$ cat config.mk
export PLATFORM = sky130hd
export DESIGN_NAME = multilevel_feedback_scheduler_top
export DESIGN_NICKNAME = d
export VERILOG_FILES = /design/src/design/mfs_pkg.sv /design/src/design/multilevel_feedback_scheduler_top.sv
export VERILOG_INCLUDE_DIRS = /design/src /design/src/design
export SDC_FILE = /design/constraint.sdc
export NUM_CORES = 2
export LEC_CHECK = 0
export ABC_CLOCK_PERIOD_IN_PS = 6200
export BUFFER_PORTS_ARGS = -buffer_cell sky130_fd_sc_hd__buf_2
export CELL_PAD_IN_SITES_DETAIL_PLACEMENT = 0
export CELL_PAD_IN_SITES_GLOBAL_PLACEMENT = 2
export CORE_MARGIN = 8
export CORE_UTILIZATION = 30
export DETAILED_ROUTE_END_ITERATION = 8
export GPL_TIMING_DRIVEN = 0
export PLACE_DENSITY_LB_ADDON = 0.1
export SYNTH_ARGS = -nofsm -noshare
export SYNTH_HDL_FRONTEND = slang
export SYNTH_SLANG_ARGS = --single-unit
$ cat constraint.sdc
create_clock -name clk -period 6.2 [get_ports clk]
set_input_delay 0.31 -clock clk [delete_from_list [all_inputs] [get_ports clk]]
set_output_delay 0.31 -clock clk [all_outputs]
set_load 0.01 [all_outputs]
$ cat src/design/multilevel_feedback_scheduler_top_macros.svh
// Assertion macros for the scheduler.
`ifndef MULTILEVEL_FEEDBACK_SCHEDULER_TOP_MACROS_SVH
`define MULTILEVEL_FEEDBACK_SCHEDULER_TOP_MACROS_SVH
// Implication checked at every edge outside reset.
`define MFS_ASSERT_IMP(lbl, a, c) \
  lbl: assert property (@(posedge clk) disable iff (!rst_n) (a) |-> (c)) \
    else $error("check failed");
// Implication whose consequent is checked in the cycle after the antecedent.
`define MFS_ASSERT_NEXT(lbl, a, c) \
  lbl: assert property (@(posedge clk) disable iff (!rst_n) (a) |=> (c)) \
    else $error("check failed");
`endif

$ cat src/design/mfs_pkg.sv
// ----------------------------------------------------------------------------
// mfs_pkg
// Shared constants and types of the multilevel feedback scheduler.
// ----------------------------------------------------------------------------
package mfs_pkg;
  localparam int SLOTS      = 64;
  localparam int STAMP_BITS = 32;
  localparam int SLOT_W     = $clog2(SLOTS);
  localparam int CNT_W      = $clog2(SLOTS + 1);

  localparam logic [3:0] F_ADMIT  = 4'd0;
  localparam logic [3:0] F_BLOCK  = 4'd1;
  localparam logic [3:0] F_WAKE   = 4'd2;
  localparam logic [3:0] F_REMOVE = 4'd3;
  localparam logic [3:0] F_YIELD  = 4'd4;
  localparam logic [3:0] F_DEMOTE = 4'd5;
  localparam logic [3:0] F_LOWER  = 4'd6;
  localparam logic [3:0] F_BOOST  = 4'd7;
  localparam logic [3:0] F_SETPRI = 4'd8;
  localparam logic [3:0] F_LOCK   = 4'd9;
  localparam logic [3:0] F_UNLOCK = 4'd10;
  localparam logic [3:0] F_QUERY  = 4'd11;
  localparam logic [3:0] F_PICK   = 4'd12;

  localparam logic [2:0] S_OK      = 3'd0;
  localparam logic [2:0] S_BADPRI  = 3'd1;
  localparam logic [2:0] S_LOCKED  = 3'd2;
  localparam logic [2:0] S_NOTLOCK = 3'd3;
  localparam logic [2:0] S_NONE    = 3'd4;

  localparam logic [1:0] TS_UNUSED   = 2'd0;
  localparam logic [1:0] TS_BLOCKED  = 2'd1;
  localparam logic [1:0] TS_RUNNABLE = 2'd2;
  localparam logic [1:0] LVL_LOCKED  = 2'd3;

  typedef struct packed {
    logic [1:0]            st;
    logic [1:0]            lvl;
    logic [1:0]            pri;
    logic                  ret;
    logic [STAMP_BITS-1:0] stamp;
  } entry_t;

  typedef enum logic [8:0] {
    ST_IDLE  = 9'b000000001,
    ST_RD    = 9'b000000010,
    ST_MOD   = 9'b000000100,
    ST_BOOST = 9'b000001000,
    ST_SCAN  = 9'b000010000,
    ST_RR    = 9'b000100000,
    ST_CLRRD = 9'b001000000,
    ST_CLR   = 9'b010000000,
    ST_OUT   = 9'b100000000
  } state_t;
endpackage

$ cat src/design/multilevel_feedback_scheduler_top.sv
// Flow: a single-slot event word is read, modified and written back, then
// out_valid rises; a boost or a pick walks the full table first, and a pick may
// then reread and clear a returned mark or make a round robin pass from the cursor.
// Throughput: one word at a time; the next word is taken as the result goes out,
// and a result still waiting on out_ready holds the block in its output state.
// Reset: after reset the table is swept clear slot by slot, no word accepted then.
// ----------------------------------------------------------------------------
// multilevel_feedback_scheduler_top
// Three-level feedback scheduler over a task table held in one memory.
// ----------------------------------------------------------------------------
`include "multilevel_feedback_scheduler_top_macros.svh"
module multilevel_feedback_scheduler_top import mfs_pkg::*; (
  input  logic        clk,
  input  logic        rst_n,
  input  logic        in_valid,
  output logic        in_ready,
  input  logic [3:0]  in_func,
  input  logic [5:0]  in_slot,
  input  logic [31:0] in_stamp,
  input  logic [2:0]  in_new_priority,
  output logic        out_valid,
  input  logic        out_ready,
  output logic [2:0]  out_status,
  output logic [5:0]  out_chosen_slot,
  output logic [1:0]  out_chosen_level,
  output logic        out_found
);
  entry_t mem [SLOTS];
  entry_t rd_q;
  entry_t rst_e;
  logic   we;
  logic [SLOT_W-1:0] wa, ra;
  entry_t wd;

  state_t state_r, state_nxt;
  logic              init_r;
  logic [CNT_W-1:0]  cnt_r, cnt_nxt;
  logic [SLOT_W-1:0] idx;
  logic [SLOT_W-1:0] rr_idx;
  logic [3:0]        func_r;
  logic [SLOT_W-1:0] slot_r;
  logic              svalid_r;
  logic [STAMP_BITS-1:0] stamp_r;
  logic [2:0]        np_r;
  logic              lock_r, lock_nxt;
  logic [SLOT_W-1:0] cur_r, cur_nxt;
  // scan results
  logic              lk_f_r, ret_f_r, b0_r, b1_r, b2_f_r;
  logic [SLOT_W-1:0] lk_i_r, ret_i_r, b2_i_r;
  logic [1:0]        b2_p_r;
  logic [STAMP_BITS-1:0] b2_s_r;
  logic              lk_f_nxt, ret_f_nxt, b0_nxt, b1_nxt, b2_f_nxt;
  logic [SLOT_W-1:0] lk_i_nxt, ret_i_nxt, b2_i_nxt;
  logic [1:0]        b2_p_nxt;
  logic [STAMP_BITS-1:0] b2_s_nxt;
  logic              rrlvl_r, rrlvl_nxt;
  logic [2:0] o_st_r, o_st_nxt;
  logic [5:0] o_sl_r, o_sl_nxt;
  logic [1:0] o_lv_r, o_lv_nxt;
  logic       o_f_r, o_f_nxt;
  logic       oval_r, oval_nxt;
  logic [2:0] q_st_r;
  logic [5:0] q_sl_r;
  logic [1:0] q_lv_r;
  logic       q_f_r;
  logic       run;

  assign rst_e = '{st: TS_UNUSED, lvl: 2'd0, pri: 2'd3, ret: 1'b0, stamp: '0};

  // table memory, one write and one registered read port
  always_ff @(posedge clk) begin
    if (we) mem[wa] <= wd;
    rd_q <= mem[ra];
  end

  assign in_ready  = (state_r == ST_IDLE) && init_r;
  assign out_valid = oval_r;
  assign out_status = q_st_r;
  assign out_chosen_slot = q_sl_r;
  assign out_chosen_level = q_lv_r;
  assign out_found = q_f_r;
  assign run = rd_q.st == TS_RUNNABLE;
  assign idx = cnt_r[SLOT_W-1:0];
  assign rr_idx = cur_r + cnt_r[SLOT_W-1:0];

  always_comb begin
    state_nxt = state_r; cnt_nxt = cnt_r;
    lock_nxt = lock_r; cur_nxt = cur_r; rrlvl_nxt = rrlvl_r;
    lk_f_nxt = lk_f_r; lk_i_nxt = lk_i_r; ret_f_nxt = ret_f_r; ret_i_nxt = ret_i_r;
    b0_nxt = b0_r; b1_nxt = b1_r; b2_f_nxt = b2_f_r; b2_i_nxt = b2_i_r;
    b2_p_nxt = b2_p_r; b2_s_nxt = b2_s_r;
    o_st_nxt = o_st_r; o_sl_nxt = o_sl_r; o_lv_nxt = o_lv_r; o_f_nxt = o_f_r;
    oval_nxt = oval_r && !out_ready;
    we = 1'b0; wa = slot_r; wd = rd_q; ra = slot_r;
    unique case (state_r)
      ST_IDLE: begin
        ra = in_slot;
        if (!init_r) begin
          we = 1'b1; wa = cnt_r[SLOT_W-1:0]; wd = rst_e;
          cnt_nxt = cnt_r + 1'b1;
        end else if (in_valid && in_ready) begin
          o_st_nxt = S_OK; o_sl_nxt = '0; o_lv_nxt = '0; o_f_nxt = 1'b0;
          cnt_nxt = '0;
          if (in_func == F_BOOST || in_func == F_PICK) begin
            ra = '0;
            lk_f_nxt = 1'b0; ret_f_nxt = 1'b0; b0_nxt = 1'b0; b1_nxt = 1'b0;
            b2_f_nxt = 1'b0;
            state_nxt = (in_func == F_BOOST) ? ST_BOOST : ST_SCAN;
            if (in_func == F_BOOST) lock_nxt = 1'b0;
          end else begin
            state_nxt = ST_RD;
          end
        end
      end
      ST_RD: state_nxt = ST_MOD;
      ST_MOD: begin
        state_nxt = ST_OUT;
        case (func_r)
          F_ADMIT: if (svalid_r && rd_q.st == TS_UNUSED) begin
            we = 1'b1; wd = rst_e; wd.st = TS_RUNNABLE; wd.stamp = stamp_r;
          end
          F_BLOCK: if (rd_q.st == TS_RUNNABLE) begin we = 1'b1; wd.st = TS_BLOCKED; end
          F_WAKE: if (rd_q.st == TS_BLOCKED) begin we = 1'b1; wd.st = TS_RUNNABLE; end
          F_REMOVE: if (rd_q.st != TS_UNUSED) begin
            if (rd_q.lvl == LVL_LOCKED) lock_nxt = 1'b0;
            we = 1'b1; wd = rst_e;
          end
          F_YIELD: if (rd_q.st != TS_UNUSED) begin we = 1'b1; wd.st = TS_RUNNABLE; end
          F_DEMOTE: if (rd_q.st != TS_UNUSED && rd_q.lvl != LVL_LOCKED) begin
            we = 1'b1; wd.st = TS_RUNNABLE; wd.stamp = stamp_r;
            if (rd_q.lvl < 2'd2) wd.lvl = rd_q.lvl + 2'd1;
          end
          F_LOWER: if (rd_q.st != TS_UNUSED && rd_q.lvl != LVL_LOCKED) begin
            we = 1'b1; wd.st = TS_RUNNABLE;
            if (rd_q.pri != 2'd0) wd.pri = rd_q.pri - 2'd1;
          end
          F_SETPRI: begin
            if (np_r > 3'd3) o_st_nxt = S_BADPRI;
            else if (rd_q.st != TS_UNUSED) begin we = 1'b1; wd.pri = np_r[1:0]; end
          end
          F_LOCK: begin
            if (lock_r) o_st_nxt = S_LOCKED;
            else if (rd_q.st != TS_UNUSED) begin
              we = 1'b1; wd.lvl = LVL_LOCKED; lock_nxt = 1'b1;
            end
          end
          F_UNLOCK: begin
            if (rd_q.st == TS_UNUSED || rd_q.lvl != LVL_LOCKED) o_st_nxt = S_NOTLOCK;
            else begin
              we = 1'b1; wd.lvl = 2'd0; wd.pri = 2'd3; wd.ret = 1'b1; lock_nxt = 1'b0;
            end
          end
          F_QUERY: begin
            o_sl_nxt = slot_r; o_lv_nxt = rd_q.lvl;
          end
          default: ;
        endcase
      end
      // slot cnt comes back while slot cnt+1 is read
      ST_BOOST: begin
        ra = idx + 1'b1;
        we = 1'b1; wa = idx;
        wd = rd_q; if (rd_q.lvl == LVL_LOCKED) wd.ret = 1'b1;
        wd.pri = 2'd3; wd.lvl = 2'd0; wd.stamp = stamp_r;
        cnt_nxt = cnt_r + 1'b1;
        if (cnt_r == CNT_W'(SLOTS - 1)) state_nxt = ST_OUT;
      end
      ST_SCAN: begin
        ra = idx + 1'b1;
        cnt_nxt = cnt_r + 1'b1;
        if (run && rd_q.lvl == LVL_LOCKED && !lk_f_r) begin
          lk_f_nxt = 1'b1; lk_i_nxt = idx;
        end
        if (run && rd_q.ret && !ret_f_r) begin
          ret_f_nxt = 1'b1; ret_i_nxt = idx;
        end
        if (run && rd_q.lvl == 2'd0) b0_nxt = 1'b1;
        if (run && rd_q.lvl == 2'd1) b1_nxt = 1'b1;
        if (run && rd_q.lvl == 2'd2 && (!b2_f_r || rd_q.pri < b2_p_r ||
            (rd_q.pri == b2_p_r && rd_q.stamp < b2_s_r))) begin
          b2_f_nxt = 1'b1; b2_i_nxt = idx;
          b2_p_nxt = rd_q.pri; b2_s_nxt = rd_q.stamp;
        end
        if (cnt_r == CNT_W'(SLOTS - 1)) begin
          state_nxt = ST_OUT;
          if (lk_f_nxt) begin
            o_f_nxt = 1'b1; o_sl_nxt = 6'(lk_i_nxt); o_lv_nxt = LVL_LOCKED;
          end else if (b0_nxt || b1_nxt) begin
            if (ret_f_nxt) begin
              // clear the returned mark, level comes from reread
              state_nxt = ST_CLRRD;
            end else begin
              // start the round robin read at the cursor
              ra = cur_r;
              rrlvl_nxt = !b0_nxt; cnt_nxt = '0; state_nxt = ST_RR;
            end
          end else if (b2_f_nxt) begin
            o_f_nxt = 1'b1; o_sl_nxt = 6'(b2_i_nxt); o_lv_nxt = 2'd2;
          end else begin
            o_st_nxt = S_NONE;
          end
        end
      end
      ST_CLRRD: begin ra = ret_i_r; state_nxt = ST_CLR; end
      ST_CLR: begin
        we = 1'b1; wa = ret_i_r; wd = rd_q; wd.ret = 1'b0;
        o_f_nxt = 1'b1; o_sl_nxt = 6'(ret_i_r); o_lv_nxt = rd_q.lvl;
        state_nxt = ST_OUT;
      end
      // round robin pass from the cursor
      ST_RR: begin
        ra = rr_idx + 1'b1;
        if (run && rd_q.lvl == {1'b0, rrlvl_r}) begin
          o_f_nxt = 1'b1; o_sl_nxt = 6'(rr_idx); o_lv_nxt = rd_q.lvl;
          cur_nxt = rr_idx + 1'b1;
          state_nxt = ST_OUT;
        end else if (cnt_r == CNT_W'(SLOTS - 1)) begin
          o_st_nxt = S_NONE; state_nxt = ST_OUT;
        end else begin
          cnt_nxt = cnt_r + 1'b1;
        end
      end
      // hold until the previous word has left the output register
      ST_OUT: begin
        if (!oval_r || out_ready) begin
          oval_nxt = 1'b1; state_nxt = ST_IDLE;
        end
      end
      default: state_nxt = ST_IDLE;
    endcase
  end

  always_ff @(posedge clk) begin
    if (!rst_n) begin
      state_r <= ST_IDLE; init_r <= 1'b0; cnt_r <= '0; oval_r <= 1'b0;
      lock_r <= 1'b0; cur_r <= '0;
    end else begin
      state_r <= state_nxt; cnt_r <= cnt_nxt; oval_r <= oval_nxt;
      lock_r <= lock_nxt; cur_r <= cur_nxt;
      if (!init_r && cnt_r == CNT_W'(SLOTS - 1)) init_r <= 1'b1;
    end
  end

  // hold event fields and scan results
  always_ff @(posedge clk) begin
    rrlvl_r <= rrlvl_nxt;
    lk_f_r <= lk_f_nxt; lk_i_r <= lk_i_nxt; ret_f_r <= ret_f_nxt; ret_i_r <= ret_i_nxt;
    b0_r <= b0_nxt; b1_r <= b1_nxt; b2_f_r <= b2_f_nxt; b2_i_r <= b2_i_nxt;
    b2_p_r <= b2_p_nxt; b2_s_r <= b2_s_nxt;
    o_st_r <= o_st_nxt; o_sl_r <= o_sl_nxt; o_lv_r <= o_lv_nxt; o_f_r <= o_f_nxt;
    if (state_r == ST_OUT && (!oval_r || out_ready)) begin
      q_st_r <= o_st_r; q_sl_r <= o_sl_r; q_lv_r <= o_lv_r; q_f_r <= o_f_r;
    end
    if (in_valid && in_ready) begin
      func_r <= in_func; slot_r <= SLOT_W'(in_slot);
      svalid_r <= {26'd0, in_slot} < 32'(SLOTS);
      stamp_r <= STAMP_BITS'(in_stamp); np_r <= in_new_priority;
    end
  end

  `MFS_ASSERT_IMP(a_ready_idle, in_ready, state_r == ST_IDLE)
  `MFS_ASSERT_IMP(a_no_accept_init, !init_r, !in_ready)
  `MFS_ASSERT_NEXT(a_out_from_done, state_r == ST_OUT, oval_r)
  `MFS_ASSERT_NEXT(a_out_hold, oval_r && !out_ready, oval_r)
endmodule

==> flow_results.org <==
** Run status
- The flow ran to the end, but the final reports show violations.
- Violated checks :: setup timing

** Place
- Total instance count after detailed placement :: ~13000
- Half-perimeter wire length after detailed placement :: about 340000 um
- The congestion estimate from routability-driven global placement came to between 0.8 and 0.9.
- Number of buffer cells added on primary ports :: 61
- Cell area reported after detailed placement :: roughly 120000 um2

** GRT
- Pin count of the biggest net entering global routing :: 65
- Initial antenna violation count :: just under 70
- Residual overflow from global routing :: 0
- Total Routing Usage GR :: about 24%
- The via count of the first global-routing pass was ~68000.
- First-pass GRT wire length :: about 630000 um

** Critical path
- The worst setup path is captured at a flop.
- The endpoint identified for the worst register-to-register timing path is rd_q[2].
- For the worst setup path, the data required time is slightly below 7 ns.
- Cell depth of the worst flop-to-flop path :: 15
- In this run the worst setup path begins at state_r[6].
- Type of the worst setup path :: reg2reg
- STA classifies the critical path startpoint as a flop.
- For flop-to-flop paths, the worst setup slack is -0.02 ns.
- Following the worst setup path forward leads to its endpoint at rd_q[2].
- Critical path peak fanout :: 10
- WP data arrival :: approximately 6.9 ns
- In this run the critical register-to-register path is launched from state_r[6].

** Final layout
- # nets final :: roughly 8400
- The filler cells instantiated in the layout total around 34000.
- Leaving out fill and tap cells, the most frequent cells in the layout are 2623 x sky130_fd_sc_hd__edfxtp_1, 1717 x sky130_fd_sc_hd__nand2_1, 857 x sky130_fd_sc_hd__nand3_1, 367 x sky130_fd_sc_hd__mux2i_1, 329 x sky130_fd_sc_hd__clkbuf_16.
- The library cell used most frequently in the layout, excluding fill and tap cells, is sky130_fd_sc_hd__edfxtp_1.
- Summing all flip-flop and latch instances after layout gives roughly 80000 um2.
- Number of standard cells in the final layout excluding fillers :: about 13000
- In the final layout, the multi-input gates occupy ~26000 um2.
- Relative to the synthesized area, the layout overhead comes to 20.2%.
- Post-layout instance area :: around 130000 um2
- Fraction of layout cells with a size suffix above 1 :: 13.0%

** Route
- Detailed-route wire length per cell :: 35.4 um
- In this run, the number of DRC markers left after iteration 0 of detailed routing was just over 8000.
- Post-route ant nets :: 0
- The detailed router placed between 70000 and 80000 vias in this run.
- Number of DRC violations after detailed routing :: 0
- Via density per instance :: ~5.3
- Total detailed-routing wirelength :: 471000 um
- Number of optimization iterations in the first detailed-route pass :: 6

** Floorplan
- Number of standard-cell rows in the floorplan :: 219
- Top Ports :: 63
- For this configuration, the core starts out at a cell density of approximately 30%.
- Die footprint :: 377000 um2
- From bottom edge to top edge, the die measures just over 600 um.
- The region available for standard cell placement spans between 300000 and 400000 um2.
- Die W :: between 600 and 700 um

** STA
- Worst Clk Skew :: about 0.049 ns
- The total count of hold-check failures in the final report is 0.
- Final hold slack :: 0.0915 ns
- The final critical path takes up 100% of the cycle.
- Across all setup checks in the final design, the least slack found is -0.0187 ns.
- Headroom to the max-slew limit came out at between 5 and 6%.
- Maximum clock rate :: between 0.15 and 0.2 GHz
- Setup violations remaining at the end of the flow were counted as 3.
- The max-slew violation count came to 0.
- Setup repair after global routing could not meet its margin everywhere.
- At the pin with the least slew margin, the transition time is ~1.4 ns.
- For the finished layout, the period the worst path requires is 6.22 ns.
- After routing, the total negative slack on setup checks comes to -0.0433 ns.

** Synth
- The most used flip-flop cell after synthesis is sky130_fd_sc_hd__edfxtp_1.
- In this run, distinct cell masters in the synthesized netlist total 91.
- Portion of the post-synthesis area used by sequential elements :: approximately three quarters
- Yosys warnings :: 0
- Mean post-synth cell area :: ~14 um2
- In this run, synthesis produced a sequential element count of 2687.
- Post-synthesis instance total :: 7696
- Of all flip-flops after synthesis, the portion carrying an async set or reset was 0%.
- Nets in the synthesized netlist :: approximately 7800
- The synthesized design contains between 2000 and 3000 enable-type register cells.
- After synthesis the cells add up to roughly 110000 um2.

** Clock tree
- The H-tree was split into 5 levels.
- The tree is rooted in a sky130_fd_sc_hd__clkbuf_16.
- For the worst-skew pair, the clock arrives at the later sink with an insertion delay of around 0.94 ns.
- The tree built by TritonCTS fans out to ~2700 sinks.
- TritonCTS built the clock tree.
- No sink is reached through more buffers than the 4 on the longest clock path.
- After clock tree synthesis, the clock-pin slew on the worst setup and hold paths is roughly 0.060 ns.
- Counting the buffers created by CTS gives 318.

** Pwr
- For this design the static power due to leakage is 45.5 nW.
- Post-layout total power :: 40.3 mW
- Worst IR drop on VDD :: approximately 0.17 mV
- Power density cells :: 313 nW/um2

** Min path
- Classification of the worst-slack hold path :: in2reg

** Run
- The tool flagged a number of max-cap violations equal to 0.
## flip-flops by register name, summed over array words and instances (netlist names), 7 cells and up
| register | cells |
|---|---|
| mem | 2496 |
| rd_q | 39 |
| b2_s_r | 32 |
| stamp_r | 32 |
| state_r | 9 |
| cnt_r | 7 |
## metrics by stage
step / setup slack, ns / util [%]
6_report: -0.0187 / 36.2
5_1_grt: -0.0534 / 36.2
4_1_cts: -0.0309 / 36.2
3_5_place_dp: -1.27 / 33.1
3_3_place_gp: -7.21 / 31.9
2_1_floorplan: 1.17 / -
## logic make-up after synthesis
family                     synth area share [%]
AOI/OAI and AO/OA                          5.49
xor gates and xnor gates                  0.159
adders and majority gates                 0.544
buffers and inverters                      2.24
DFF                                        74.7
muxes                                      3.55
and+or+nand+nor                            13.3
## per-layer routing
| layer | part of all wire [%] | vias up | GRT usage [%] |
|---|---|---|---|
| li1 | - | 30286 | - |
| met5 | 0.010 | - | 0 |
| met2 | 46 | 2584 | 39.5 |
| met4 | 3.8 | 8 | 8.04 |
| met3 | 6.1 | 586 | 3.20 |
| met1 | 44 | 36684 | 34.0 |
## worst min path at each step
| stage | startpoint | to | slack (ns) | cells past startpoint |
|---|---|---|---|---|
| final | in_stamp[25] | stamp_r[25] | 0.09 | 2 |
| after global routing | in_stamp[14] | stamp_r[14] | 0.05 | 2 |
| after CTS | in_stamp[25] | stamp_r[25] | 0.01 | 2 |
| after detailed placement | o_sl_r[2] | out_chosen_slot[2] | 0.41 | 0 |
| after global placement | o_sl_r[5] | out_chosen_slot[5] | 0.40 | 0 |
| after floorplan | o_lv_r[0] | out_chosen_level[0] | 0.40 | 0 |
## power breakdown
part | total [mW] | switching (mW) | internal, mW
Sequential | 19.9 | 0.0910 | 19.8
Combinational | 2.12 | 1.62 | 0.494
Clock | 18.4 | 7.82 | 10.5
Total | 40.3 | 9.53 | 30.8
## synthesized netlist by cell type, types with 7 or more instances
| cell type | count | share of area [%] |
|---|---|---|
| sky130_fd_sc_hd__edfxtp_1 | 2623 | 73 |
| sky130_fd_sc_hd__nand2_1 | 1719 | 6.0 |
| sky130_fd_sc_hd__nand3_1 | 857 | 4.0 |
| sky130_fd_sc_hd__mux2i_1 | 367 | 3.4 |
| sky130_fd_sc_hd__a21oi_1 | 234 | 1.1 |
| sky130_fd_sc_hd__clkbuf_1 | 230 | 0.81 |
| sky130_fd_sc_hd__buf_2 | 184 | 0.86 |
| sky130_fd_sc_hd__a22oi_1 | 172 | 1.2 |
| sky130_fd_sc_hd__nor2_1 | 143 | 0.50 |
| sky130_fd_sc_hd__and3_1 | 139 | 0.81 |
| sky130_fd_sc_hd__nand4_1 | 130 | 0.76 |
| sky130_fd_sc_hd__o21ai_0 | 91 | 0.42 |
| sky130_fd_sc_hd__a211oi_1 | 72 | 0.50 |
| sky130_fd_sc_hd__dfxtp_1 | 64 | 1.2 |
| sky130_fd_sc_hd__inv_1 | 53 | 0.19 |
| sky130_fd_sc_hd__a32oi_1 | 52 | 0.42 |
| sky130_fd_sc_hd__ha_1 | 45 | 0.53 |
| sky130_fd_sc_hd__a31oi_1 | 44 | 0.26 |
| sky130_fd_sc_hd__a22o_1 | 42 | 0.34 |
| sky130_fd_sc_hd__buf_1 | 37 | 0.13 |
| sky130_fd_sc_hd__or3_1 | 37 | 0.22 |
| sky130_fd_sc_hd__a311oi_1 | 27 | 0.22 |
| sky130_fd_sc_hd__buf_4 | 26 | 0.18 |
| sky130_fd_sc_hd__o2111ai_1 | 21 | 0.17 |
| sky130_fd_sc_hd__nor3_1 | 19 | 0.089 |
| sky130_fd_sc_hd__nor2b_1 | 18 | 0.11 |
| sky130_fd_sc_hd__and2_1 | 16 | 0.093 |
| sky130_fd_sc_hd__a21o_1 | 15 | 0.11 |
| sky130_fd_sc_hd__a221o_1 | 13 | 0.12 |
| sky130_fd_sc_hd__nand2b_1 | 13 | 0.076 |
| sky130_fd_sc_hd__and4_1 | 12 | 0.098 |
| sky130_fd_sc_hd__mux2_2 | 12 | 0.13 |
| sky130_fd_sc_hd__nor4_1 | 10 | 0.058 |
| sky130_fd_sc_hd__or2_2 | 9 | 0.053 |
| sky130_fd_sc_hd__or4_1 | 9 | 0.063 |
| sky130_fd_sc_hd__nor3b_1 | 8 | 0.056 |
| sky130_fd_sc_hd__o211ai_1 | 8 | 0.056 |
| sky130_fd_sc_hd__xor2_1 | 8 | 0.065 |
| sky130_fd_sc_hd__buf_6 | 7 | 0.074 |
## final cells by class
type,count,area share [%]
diodes,31,0.0602
plain buffers,484,1.84
clock buffers,410,6.66
clock inverters,163,1.11
inverters,53,0.157
multi-input cells,4470,20.0
flip-flops and latches,2687,62.1
well taps,4751,4.61
repair buffers,279,3.43
## critical path, stage by stage, from the launching register on
cell,delay [ns]
sky130_fd_sc_hd__dfxtp_1,0.41
sky130_fd_sc_hd__buf_2,0.29
sky130_fd_sc_hd__inv_1,0.12
sky130_fd_sc_hd__buf_2,0.19
sky130_fd_sc_hd__nand3_1,0.15
sky130_fd_sc_hd__clkbuf_2,0.37
sky130_fd_sc_hd__o221a_2,0.33
sky130_fd_sc_hd__a41o_1,0.55
sky130_fd_sc_hd__buf_6,0.42
sky130_fd_sc_hd__buf_2,0.36
sky130_fd_sc_hd__clkbuf_4,0.39
sky130_fd_sc_hd__clkbuf_1,0.53
sky130_fd_sc_hd__nand3_1,0.13
sky130_fd_sc_hd__nand3_1,0.23
sky130_fd_sc_hd__nand4_1,0.68
sky130_fd_sc_hd__or3_1,0.76
## repair_timing
item,in CTS,in global routing
hold buffers,49,0
gates resized for setup,92,57
pin swaps,7,11
hold endpoints to repair,58,0
buffers inserted,2,5
endpoints found under the setup margin,38,24
Power figures use the tool's default switching activity.
